### src/bcomp_pkg.sv
// ----------------------------------------------------------------------------
// Barometer compensation package
// Shared types and constants for the compensation block.
// ----------------------------------------------------------------------------
`default_nettype none
package bcomp_pkg;

   localparam int unsigned DataWidth = 32;

   // Configuration register indexes.
   localparam logic [1:0] CsrOversampling = 2'd0;
   localparam logic [1:0] CsrCoeffA       = 2'd1;
   localparam logic [1:0] CsrCoeffB       = 2'd2;
   localparam logic [1:0] CsrCoeffC       = 2'd3;

   // Input word kinds.
   localparam logic CmdTemperature = 1'b0;
   localparam logic CmdPressure    = 1'b1;

   // Operations of the shared arithmetic unit.
   typedef enum logic [1:0] {
      OP_MUL  = 2'd0,
      OP_SDIV = 2'd1,
      OP_UDIV = 2'd2
   } alu_op_type;

   // Request to the shared unit.
   typedef struct packed {
      logic                 start;
      alu_op_type           op;
      logic [DataWidth-1:0] a;
      logic [DataWidth-1:0] b;
   } alu_req_type;

   // Answer from the shared unit.
   typedef struct packed {
      logic                 done;
      logic [DataWidth-1:0] result;
   } alu_rsp_type;

   // Arithmetic shift right of a 32-bit word.
   function automatic logic [DataWidth-1:0] asr32(input logic [DataWidth-1:0] x,
                                                  input logic [4:0] n);
      asr32 = DataWidth'($signed(x) >>> n);
   endfunction

   // Sign extension of a 16-bit coefficient.
   function automatic logic [DataWidth-1:0] sx16(input logic [15:0] v);
      sx16 = {{16{v[15]}}, v};
   endfunction

endpackage
`default_nettype wire

### src/barometer_compensation_top.sv
// ----------------------------------------------------------------------------
// Barometer compensation top level
// Turns raw temperature and pressure ADC words into compensated values.
// ----------------------------------------------------------------------------
// Usage: the req_ channel carries one word: command (0 temperature,
// 1 pressure) and the 24-bit ADC word. The rsp_ channel returns one word
// per request: kind, the signed value (0.1 degC or Pa) and a status bit set
// when a divisor was zero. Calibration and oversampling are written on the
// csr_ port while the block is idle.
// After a temperature word is accepted the chain runs one multiply, a
// division and a finishing state before rsp_valid rises, and ends before
// the division when its divisor is zero. A pressure word runs ten
// multiplies and the division, and ends before the division when B4 is
// zero. One word is processed at a time; req_stall is high while a word is
// in work or a result is waiting, and the next word is taken at the edge
// after the result is taken. The result holds in an output register while
// rsp_stall is high. Reset clears the stored compensation term and sets
// the oversampling to one and the coefficients to zero.
// ----------------------------------------------------------------------------
`default_nettype none
module barometer_compensation_top (
   input  wire logic        clock,
   input  wire logic        reset,
   input  wire logic        req_valid,
   output logic             req_stall,
   input  wire logic        req_command,
   input  wire logic [23:0] req_adc_word,
   output logic             rsp_valid,
   input  wire logic        rsp_stall,
   output logic             rsp_kind,
   output logic [31:0]      rsp_value,
   output logic             rsp_status,
   input  wire logic        csr_write,
   input  wire logic [1:0]  csr_index,
   input  wire logic [63:0] csr_data
);
   import bcomp_pkg::*;

   logic [1:0]  oss_ff, oss_in;
   logic [63:0] ca_ff, ca_in, cb_ff, cb_in;
   logic [47:0] cc_ff, cc_in;
   logic        busy_ff, busy_in;
   logic        ov_ff, ov_in;
   logic        ok_ff, ok_in, os_ff, os_in;
   logic [31:0] ovl_ff, ovl_in;
   alu_req_type alu_req;
   alu_rsp_type alu_rsp;
   logic        finish, kind, status, accept;
   logic [31:0] value;

   // Configuration registers.
   always_comb begin
      oss_in = oss_ff; ca_in = ca_ff; cb_in = cb_ff; cc_in = cc_ff;
      if (csr_write) begin
         unique case (csr_index)
            CsrOversampling: oss_in = csr_data[1:0];
            CsrCoeffA:       ca_in  = csr_data;
            CsrCoeffB:       cb_in  = csr_data;
            CsrCoeffC:       cc_in  = csr_data[47:0];
            default:         oss_in = oss_ff;
         endcase
      end
   end

   assign req_stall = busy_ff || ov_ff;
   assign accept    = req_valid && !req_stall;

   // Busy flag and output word register.
   always_comb begin
      busy_in = busy_ff;
      ov_in   = ov_ff;
      ok_in = ok_ff; os_in = os_ff; ovl_in = ovl_ff;
      if (accept) busy_in = 1'b1;
      if (ov_ff && !rsp_stall) ov_in = 1'b0;
      if (finish) begin
         busy_in = 1'b0;
         ov_in   = 1'b1;
         ok_in = kind; os_in = status; ovl_in = value;
      end
   end

   always_ff @(posedge clock) begin
      if (reset) begin
         oss_ff  <= 2'd1;
         ca_ff   <= '0;
         cb_ff   <= '0;
         cc_ff   <= '0;
         busy_ff <= 1'b0;
         ov_ff   <= 1'b0;
      end else begin
         oss_ff  <= oss_in;
         ca_ff   <= ca_in;
         cb_ff   <= cb_in;
         cc_ff   <= cc_in;
         busy_ff <= busy_in;
         ov_ff   <= ov_in;
      end
      ok_ff  <= ok_in;
      os_ff  <= os_in;
      ovl_ff <= ovl_in;
   end

   bcomp_seq u_seq (
      .clock    (clock),
      .reset    (reset),
      .start    (accept),
      .command  (req_command),
      .adc_word (req_adc_word),
      .oss      (oss_ff),
      .coeff_a  (ca_ff),
      .coeff_b  (cb_ff),
      .coeff_c  (cc_ff),
      .alu_req  (alu_req),
      .alu_rsp  (alu_rsp),
      .finish   (finish),
      .kind     (kind),
      .value    (value),
      .status   (status)
   );

   bcomp_alu u_alu (
      .clock (clock),
      .reset (reset),
      .req   (alu_req),
      .rsp   (alu_rsp)
   );

   assign rsp_valid  = ov_ff;
   assign rsp_kind   = ok_ff;
   assign rsp_value  = ovl_ff;
   assign rsp_status = os_ff;

   // A zero-divisor result always carries a zero value.
   assert property (@(posedge clock) disable iff (reset)
      (rsp_valid && rsp_status) |-> (rsp_value == 32'd0))
      else $error("zero-divisor result with non-zero value");

   // No new word is taken while a result waits.
   assert property (@(posedge clock) disable iff (reset)
      rsp_valid |-> req_stall)
      else $error("request accepted while result pending");

   // Work finishes only while the block is busy.
   assert property (@(posedge clock) disable iff (reset)
      finish |-> busy_ff)
      else $error("finish without work in progress");

endmodule
`default_nettype wire

### src/bcomp_alu.sv
// ----------------------------------------------------------------------------
// Barometer compensation shared arithmetic unit
// A 32x32 wrapping multiply, and a restoring divider that
// produces one quotient bit per cycle, signed or unsigned.
// ----------------------------------------------------------------------------
`default_nettype none
module bcomp_alu (
   input  wire logic                   clock,
   input  wire logic                   reset,
   input  wire bcomp_pkg::alu_req_type req,
   output bcomp_pkg::alu_rsp_type      rsp
);
   import bcomp_pkg::*;

   logic                 busy_ff, busy_in;
   logic [5:0]           count_ff, count_in;
   logic [DataWidth-1:0] quot_ff, quot_in;
   logic [DataWidth-1:0] rem_ff, rem_in;
   logic [DataWidth-1:0] dvs_ff, dvs_in;
   logic                 neg_ff, neg_in;
   logic                 done_ff, done_in;
   logic [DataWidth-1:0] res_ff, res_in;
   logic [DataWidth:0]   trial;
   logic [DataWidth-1:0] rem_shift;
   logic [DataWidth-1:0] mag_a, mag_b;

   // Magnitudes for a signed division.
   always_comb begin
      mag_a = (req.op == OP_SDIV && req.a[DataWidth-1]) ? DataWidth'(-req.a) : req.a;
      mag_b = (req.op == OP_SDIV && req.b[DataWidth-1]) ? DataWidth'(-req.b) : req.b;
   end

   // One restoring step.
   always_comb begin
      rem_shift = {rem_ff[DataWidth-2:0], quot_ff[DataWidth-1]};
      trial     = {1'b0, rem_shift} - {1'b0, dvs_ff};
   end

   // Sequencing of the shared unit.
   always_comb begin
      busy_in  = busy_ff;
      count_in = count_ff;
      quot_in  = quot_ff;
      rem_in   = rem_ff;
      dvs_in   = dvs_ff;
      neg_in   = neg_ff;
      done_in  = 1'b0;
      res_in   = res_ff;
      if (busy_ff) begin
         // A set top remainder bit means the shifted remainder exceeds any divisor.
         if (rem_ff[DataWidth-1] || !trial[DataWidth]) begin
            rem_in = trial[DataWidth-1:0];
            quot_in = {quot_ff[DataWidth-2:0], 1'b1};
         end else begin
            rem_in = rem_shift;
            quot_in = {quot_ff[DataWidth-2:0], 1'b0};
         end
         count_in = count_ff - 6'd1;
         if (count_ff == 6'd1) begin
            busy_in = 1'b0;
            done_in = 1'b1;
            res_in  = neg_ff ? DataWidth'(-quot_in) : quot_in;
         end
      end else if (req.start) begin
         unique case (req.op)
            OP_MUL: begin
               res_in  = DataWidth'(req.a * req.b);
               done_in = 1'b1;
            end
            OP_SDIV, OP_UDIV: begin
               busy_in  = 1'b1;
               count_in = 6'(DataWidth);
               quot_in  = mag_a;
               rem_in   = '0;
               dvs_in   = mag_b;
               neg_in   = (req.op == OP_SDIV) && (req.a[DataWidth-1] ^ req.b[DataWidth-1]);
            end
            default: begin
               res_in  = '0;
               done_in = 1'b1;
            end
         endcase
      end
   end

   always_ff @(posedge clock) begin
      if (reset) begin
         busy_ff  <= 1'b0;
         done_ff  <= 1'b0;
         count_ff <= '0;
      end else begin
         busy_ff  <= busy_in;
         done_ff  <= done_in;
         count_ff <= count_in;
      end
      quot_ff <= quot_in;
      rem_ff  <= rem_in;
      dvs_ff  <= dvs_in;
      neg_ff  <= neg_in;
      res_ff  <= res_in;
   end

   assign rsp.done   = done_ff;
   assign rsp.result = res_ff;

endmodule
`default_nettype wire

### src/bcomp_seq.sv
// ----------------------------------------------------------------------------
// Barometer compensation sequencer
// Steps through the compensation chain, issuing each multiply and divide
// to the shared unit and doing the adds and shifts between them.
// ----------------------------------------------------------------------------
`default_nettype none
module bcomp_seq (
   input  wire logic                   clock,
   input  wire logic                   reset,
   input  wire logic                   start,
   input  wire logic                   command,
   input  wire logic [23:0]            adc_word,
   input  wire logic [1:0]             oss,
   input  wire logic [63:0]            coeff_a,
   input  wire logic [63:0]            coeff_b,
   input  wire logic [47:0]            coeff_c,
   output bcomp_pkg::alu_req_type      alu_req,
   input  wire bcomp_pkg::alu_rsp_type alu_rsp,
   output logic                        finish,
   output logic                        kind,
   output logic [31:0]                 value,
   output logic                        status
);
   import bcomp_pkg::*;

   typedef enum logic [7:0] {
      ST_IDLE  = 8'b00000001,
      ST_ISSUE = 8'b00000010,
      ST_WAIT  = 8'b00000100,
      ST_DONE  = 8'b00001000
   } state_type;

   state_type            state_ff, state_in;
   logic [4:0]           step_ff, step_in;
   logic                 cmd_ff, cmd_in;
   logic [23:0]          adc_ff, adc_in;
   logic [31:0]          term_ff, term_in;
   logic [31:0]          r0_ff, r0_in, r1_ff, r1_in, r2_ff, r2_in, r3_ff, r3_in;
   logic [31:0]          b6_ff, b6_in, b3_ff, b3_in, p_ff, p_in;
   logic                 stat_ff, stat_in;
   logic [31:0]          val_ff, val_in;
   alu_op_type           op;
   logic [31:0]          opa, opb, res, b3_pre, b3_sum, up, b7_diff, b4_t;
   logic                 last;

   logic [31:0] ac1, ac2, ac3, ac4, ac5, ac6, b1, b2, mc, md;
   assign ac1 = sx16(coeff_a[63:48]);
   assign ac2 = sx16(coeff_a[47:32]);
   assign ac3 = sx16(coeff_a[31:16]);
   assign ac4 = {16'd0, coeff_a[15:0]};
   assign ac5 = {16'd0, coeff_b[63:48]};
   assign ac6 = {16'd0, coeff_b[47:32]};
   assign b1  = sx16(coeff_b[31:16]);
   assign b2  = sx16(coeff_b[15:0]);
   assign mc  = sx16(coeff_c[31:16]);
   assign md  = sx16(coeff_c[15:0]);

   assign res = alu_rsp.result;
   assign up  = 32'(adc_ff >> (4'd8 - {2'b00, oss}));

   // Steps of the chain: operands for the shared unit.
   // Temperature: 0 x1 mult, 1 division. Pressure: 2..12.
   always_comb begin
      op  = OP_MUL;
      opa = '0;
      opb = '0;
      b3_sum = ((32'(ac1 << 2)) + r2_ff) << oss;
      b3_pre = b3_sum + 32'd2;
      b4_t   = asr32(r0_ff + r1_ff + 32'd2, 5'd2) + 32'd32768;
      b7_diff = up - b3_ff;
      unique case (step_ff)
         5'd0:  begin opa = {16'd0, adc_ff[15:0]} - ac6; opb = ac5; end
         5'd1:  begin op = OP_SDIV; opa = mc << 11; opb = r0_ff + md; end
         5'd2:  begin opa = b6_ff; opb = b6_ff; end
         5'd3:  begin opa = b2; opb = r3_ff; end
         5'd4:  begin opa = ac2; opb = b6_ff; end
         5'd5:  begin opa = ac3; opb = b6_ff; end
         5'd6:  begin opa = b1; opb = r3_ff; end
         5'd7:  begin opa = ac4; opb = b4_t; end
         5'd8:  begin opa = b7_diff; opb = 32'd50000 >> oss; end
         5'd9:  begin
            op  = OP_UDIV;
            opa = r1_ff[31] ? r1_ff : r1_ff << 1;
            opb = r0_ff;
         end
         5'd10: begin opa = asr32(p_ff, 5'd8); opb = asr32(p_ff, 5'd8); end
         5'd11: begin opa = r0_ff; opb = 32'd3038; end
         5'd12: begin opa = 32'hFFFF_E343; opb = p_ff; end
         default: begin opa = '0; opb = '0; end
      endcase
   end

   assign last = cmd_ff ? (step_ff == 5'd12) : (step_ff == 5'd1);

   // Chain control and data path between unit operations.
   always_comb begin
      state_in = state_ff;
      step_in  = step_ff;
      cmd_in   = cmd_ff;
      adc_in   = adc_ff;
      term_in  = term_ff;
      r0_in = r0_ff; r1_in = r1_ff; r2_in = r2_ff; r3_in = r3_ff;
      b6_in = b6_ff; b3_in = b3_ff; p_in = p_ff;
      stat_in = stat_ff;
      val_in  = val_ff;
      unique case (state_ff)
         ST_IDLE: begin
            if (start) begin
               cmd_in   = command;
               adc_in   = adc_word;
               stat_in  = 1'b0;
               step_in  = command ? 5'd2 : 5'd0;
               b6_in    = term_ff - 32'd4000;
               state_in = ST_ISSUE;
            end
         end
         ST_ISSUE: begin
            state_in = ST_WAIT;
            // Zero divisors skip the division.
            if (step_ff == 5'd1 && (r0_ff + md) == 32'd0) begin
               stat_in  = 1'b1;
               term_in  = r0_ff;
               val_in   = '0;
               state_in = ST_DONE;
            end else if (step_ff == 5'd9 && r0_ff == 32'd0) begin
               stat_in  = 1'b1;
               val_in   = '0;
               state_in = ST_DONE;
            end
         end
         ST_WAIT: begin
            if (alu_rsp.done) begin
               state_in = last ? ST_DONE : ST_ISSUE;
               step_in  = step_ff + 5'd1;
               unique case (step_ff)
                  5'd0:  r0_in = asr32(res, 5'd15);
                  5'd1:  begin
                     term_in = r0_ff + res;
                     val_in  = asr32(r0_ff + res + 32'd8, 5'd4);
                  end
                  5'd2:  r3_in = asr32(res, 5'd12);
                  5'd3:  r2_in = asr32(res, 5'd11);
                  5'd4:  begin
                     r2_in = r2_ff + asr32(res, 5'd11);
                  end
                  5'd5:  begin
                     r0_in = asr32(res, 5'd13);
                     b3_in = 32'($signed(b3_pre) / 32'sd4);
                  end
                  5'd6:  r1_in = asr32(res, 5'd16);
                  5'd7:  r0_in = res >> 15;
                  5'd8:  r1_in = res;
                  5'd9:  p_in = r1_ff[31] ? res << 1 : res;
                  5'd10: r0_in = res;
                  5'd11: r1_in = asr32(res, 5'd16);
                  5'd12: val_in = p_ff + asr32(r1_ff + asr32(res, 5'd16) + 32'd3791, 5'd4);
                  default: r3_in = r3_ff;
               endcase
            end
         end
         ST_DONE: state_in = ST_IDLE;
         default: state_in = ST_IDLE;
      endcase
   end

   always_ff @(posedge clock) begin
      if (reset) begin
         state_ff <= ST_IDLE;
         step_ff  <= '0;
         term_ff  <= '0;
      end else begin
         state_ff <= state_in;
         step_ff  <= step_in;
         term_ff  <= term_in;
      end
      cmd_ff  <= cmd_in;
      adc_ff  <= adc_in;
      r0_ff <= r0_in; r1_ff <= r1_in; r2_ff <= r2_in; r3_ff <= r3_in;
      b6_ff <= b6_in; b3_ff <= b3_in; p_ff <= p_in;
      stat_ff <= stat_in;
      val_ff  <= val_in;
   end

   assign alu_req.start = (state_ff == ST_ISSUE) && (state_in == ST_WAIT);
   assign alu_req.op    = op;
   assign alu_req.a     = opa;
   assign alu_req.b     = opb;
   assign finish = (state_ff == ST_DONE);
   assign kind   = cmd_ff;
   assign value  = val_ff;
   assign status = stat_ff;

endmodule
`default_nettype wire
### config.mk
export PLATFORM = sky130hd
export DESIGN_NAME = barometer_compensation_top
export DESIGN_NICKNAME = d
export VERILOG_FILES = /design/src/bcomp_pkg.sv /design/src/barometer_compensation_top.sv /design/src/bcomp_alu.sv /design/src/bcomp_seq.sv
export SDC_FILE = /design/constraint.sdc
export NUM_CORES = 2
export LEC_CHECK = 0
export CORE_MARGIN = 2
export CORE_UTILIZATION = 30
export DETAILED_ROUTE_END_ITERATION = 8
export DONT_BUFFER_PORTS = 1
export HOLD_SLACK_MARGIN = 0.1
export PLACE_DENSITY = 0.54
export SLEW_MARGIN = 10
export SYNTH_ARGS = -nofsm -noshare
export SYNTH_HDL_FRONTEND = slang
export SYNTH_SLANG_ARGS = --single-unit
export TNS_END_PERCENT = 1
### constraint.sdc
create_clock -name clock -period 24.7 [get_ports clock]
set_clock_uncertainty 0.2 [all_clocks]
set_input_delay 6.175 -clock clock [delete_from_list [all_inputs] [get_ports clock]]
set_output_delay 6.175 -clock clock [all_outputs]
set_load 0.05 [all_outputs]
==> flow_metrics.tcl <==
set metrics [dict create \
    fin_crit_sh_pct 54.1 \
    path_max_fanout 24 \
    crit_slowest_cell "o21ai_1" \
    cts_tree "yes" \
    maxSlewViolCount 0 \
    gr-total-overflow 0 \
    cts_buffers 77 \
    ctsResizeCount 0 \
    hold_viol 0 \
    slew_headroom_pct 14.8 \
    clkSlewWorstSetupHoldPaths_ns 0.06 \
    ys_ff_latch 650 \
    via_per_inst 5.56 \
    p_sw_share_pct 33.1 \
    seqPwrFrac_pct 36.6 \
    layout_commonest_cell "nand2_1" \
    outcome "complete, no violations" \
    firstDrtPassIters 9 \
    top_layer "met5" \
    initial_core_util_pct 30.2 \
    worstPathRequired_ns 24.90 \
    drt_iter0_markers 6490 \
    grt_max_degree 213 \
    root_buffer "clkbuf_16" \
    cpMostUsedCell "xnor2_1" \
    core_um2 212000 \
    hp-class "flip-flop to flip-flop" \
    wl_per_cell_um 26.2 \
    place_inst 9968 \
    cp_slowest_stage_delay_ns 0.66 \
    worst-path-buf-inv 6 \
    synth_cell_types 115 \
    grt_pass1_wl_mm 383 \
    power.leakage_nw 28.5 \
    setup_tns_ns 0 \
    drive_gt1_share_pct 6.77 \
    p_sw_mw 1.07 \
    die_w_um 466 \
    gp_congestion 0.982 \
    syn_inst 7344 \
    setup_violations 0 \
    vdd_ir_drop_max_mv 0.0506 \
    final_cell_mix "962 x nand2_1, 728 x inv_1, 611 x nor2_1" \
    rsz0062_at_grt "false" \
    via_count 56535 \
    critPathLaunchType "flip-flop" \
    antenna_found_initial 32 \
    die_area_um2 218000 \
    ant_nets 0 \
    yosysWarnings 0 \
    worst_path_dominant_cell_family "adder cells" \
    syn_to_final_growth_pct 9.89 \
    async_reset_ff_share_pct 0 \
    synth_flop_cell "edfxtp_1" \
    numPortBuffers 0 \
    wl_met1_mm 106 \
    maxCapViolCount 0 \
    ys_seq_area_share_pct 27.0 \
    p_per_area_nw_per_um2 45.9 \
    timing.final.ws_setup_ns 11.34 \
    power.internal_mw 2.17 \
    cts_hold_buf 0 \
    syn_area_per_cell_um2 8.73 \
    crit_type "flip-flop to flip-flop" \
    layout.area.seq_um2 17400 \
    fin_total_pwr_mw 3.24 \
    insertion_delay_ns 0.73 \
    fp.dieH_um 466 \
    synth_edf_count 433 \
    worst_slew_pin_slew_ns 1.28 \
    power.share.clock_pct 37.3 \
    wl_met2_mm 119 \
    end_kind "flip-flop" \
    timing.fmax_ghz 0.0749 \
    combPwrFrac_pct 26.1 \
    cts.path.max_buffers 3 \
    fillers 22213 \
    drt-total-wl_mm 266 \
    grt_pass1_vias 54793 \
    cts_setup_buffers 0 \
    grt_usage_pct 23.9 \
    dp_hpwl_mm 203 \
    wl_met3_mm 23.4 \
    period_needed_ns 13.36 \
    cts_sinks 650 \
    pin_count 132 \
    fin_cells 10173 \
    rows 169 \
    fin_nets 8227 \
    dp_slack_ns 11.56 \
    multi_input_area_um2 43000 \
    arrival_ns 13.55 \
    drcViolationCount 0 \
    syn_area_um2 64100 \
    cts-htree-levels 3 \
]
[power by group through the flow]
stage / combinational, mW / clock, mW / sequential (mW)
floorplan: 0.543 / 0 / 1.20
global route: 0.913 / 1.26 / 1.18
global placement: 0.824 / 0 / 1.21
detailed placement: 0.831 / 0 / 1.21
finish: 0.845 / 1.21 / 1.18
CTS: 0.837 / 1.23 / 1.18
[state kept, by name (all words and copies together), names as in the netlist, 2 cells and up]
signal          flops
u_seq.term_ff      32
u_seq.value        32
u_seq.p_ff         32
cc_ff              32
ca_ff              64
cb_ff              64
u_seq.r0_ff        32
u_seq.adc_ff       24
u_alu.rem_ff       32
u_seq.r2_ff        32
oss_ff              2
u_seq.r1_ff        32
u_alu.dvs_ff       32
rsp_value          32
u_seq.step_ff       5
u_alu.res_ff       32
u_alu.count_ff      6
u_seq.b3_ff        32
u_alu.quot_ff      32
u_seq.b6_ff        32
u_seq.state_ff      8
u_seq.r3_ff        20
[stage by stage]
step           util (%)  hold slack [ns]  area (um2)
2_1_floorplan         -            0.200       64200
3_3_place_gp       31.9            0.205       67700
3_5_place_dp       31.9            0.206       67700
4_1_cts            33.1            0.217       70300
5_1_grt            33.2            0.221       70400
6_report           33.2            0.217       70500
[cells in the mapped netlist (20+ instances only)]
cell	count	share of area [%]
and3_1	64	0.62
a221oi_1	43	0.59
dfxtp_1	217	6.8
buf_1	41	0.24
o21ai_0	315	2.5
nand3_1	118	0.92
nor2b_1	54	0.53
nand3b_1	27	0.32
edfxtp_1	433	20
a21o_1	105	1.2
o21ai_1	21	0.16
nor4_1	38	0.37
xor2_1	181	2.5
nor3_1	137	1.1
o31ai_1	35	0.41
buf_2	20	0.16
or3_1	47	0.46
o21bai_1	40	0.47
or2_2	56	0.55
and2_1	63	0.61
fa_1	417	13
mux2_2	49	0.86
nor2_1	616	3.6
a311oi_1	30	0.41
a21oi_1	486	3.8
nand2_1	963	5.6
nand2b_1	115	1.1
xnor2_1	305	4.2
o211ai_1	38	0.44
inv_1	730	4.3
nand4_1	46	0.45
a22o_1	22	0.30
a211oi_1	59	0.69
a222oi_1	47	0.73
a22oi_1	40	0.47
ha_1	487	9.5
a221o_1	26	0.41
o21a_1	65	0.76
mux2i_1	70	1.1
o22ai_1	33	0.32
a31oi_1	38	0.37
clkbuf_1	274	1.6
[worst paths after layout]
| check | start | to | slack [ns] | cells past startpoint |
|---|---|---|---|---|
| setup / recovery | oss_ff[0]$_SDFFE_PP1P_ | u_alu.res_ff[31]$_DFFE_PP_ | 11.34 | 45 |
| hold reg to reg | u_seq.value[10]$_SDFFCE_PN0P_ | rsp_value[10]$_DFFE_PP_ | 0.22 | 0 |
| hold / removal | u_seq.value[10]$_SDFFCE_PN0P_ | rsp_value[10]$_DFFE_PP_ | 0.22 | 0 |
| setup reg to reg | oss_ff[0]$_SDFFE_PP1P_ | u_alu.res_ff[31]$_DFFE_PP_ | 11.34 | 45 |
[cells by family (layout without fill, tap and decap cells)]
logic type / after synthesis / count (layout) / share of synthesized area, %
xor+xnor: 499 / 499 / 7.10
fa+ha+maj: 904 / 904 / 22.5
other cells: 1 / 68 / 0.00585
buf+inv: 1084 / 1025 / 6.52
flops: 650 / 650 / 27.0
simple gates: 2432 / 2432 / 17.5
mux: 132 / 132 / 2.41
compound gates: 1642 / 1642 / 16.9
[cell type report]
class	count	share of cell area, %
sequential	650	24.6
antenna	60	0.213
timing repair buffer	147	1.59
multi-input combinational	5617	61.0
clock inverter	37	0.595
inverter	734	3.91
tap	2821	5.01
clock buffer	107	3.10
[routing by layer]
layer / global-route usage, % / vias up
met5: 0 / -
met4: 14.0 / 12
met3: 5.18 / 685
met2: 37.7 / 2686
met1: 30.0 / 27773
li1: - / 25379
(Power assumes the default switching activity.)
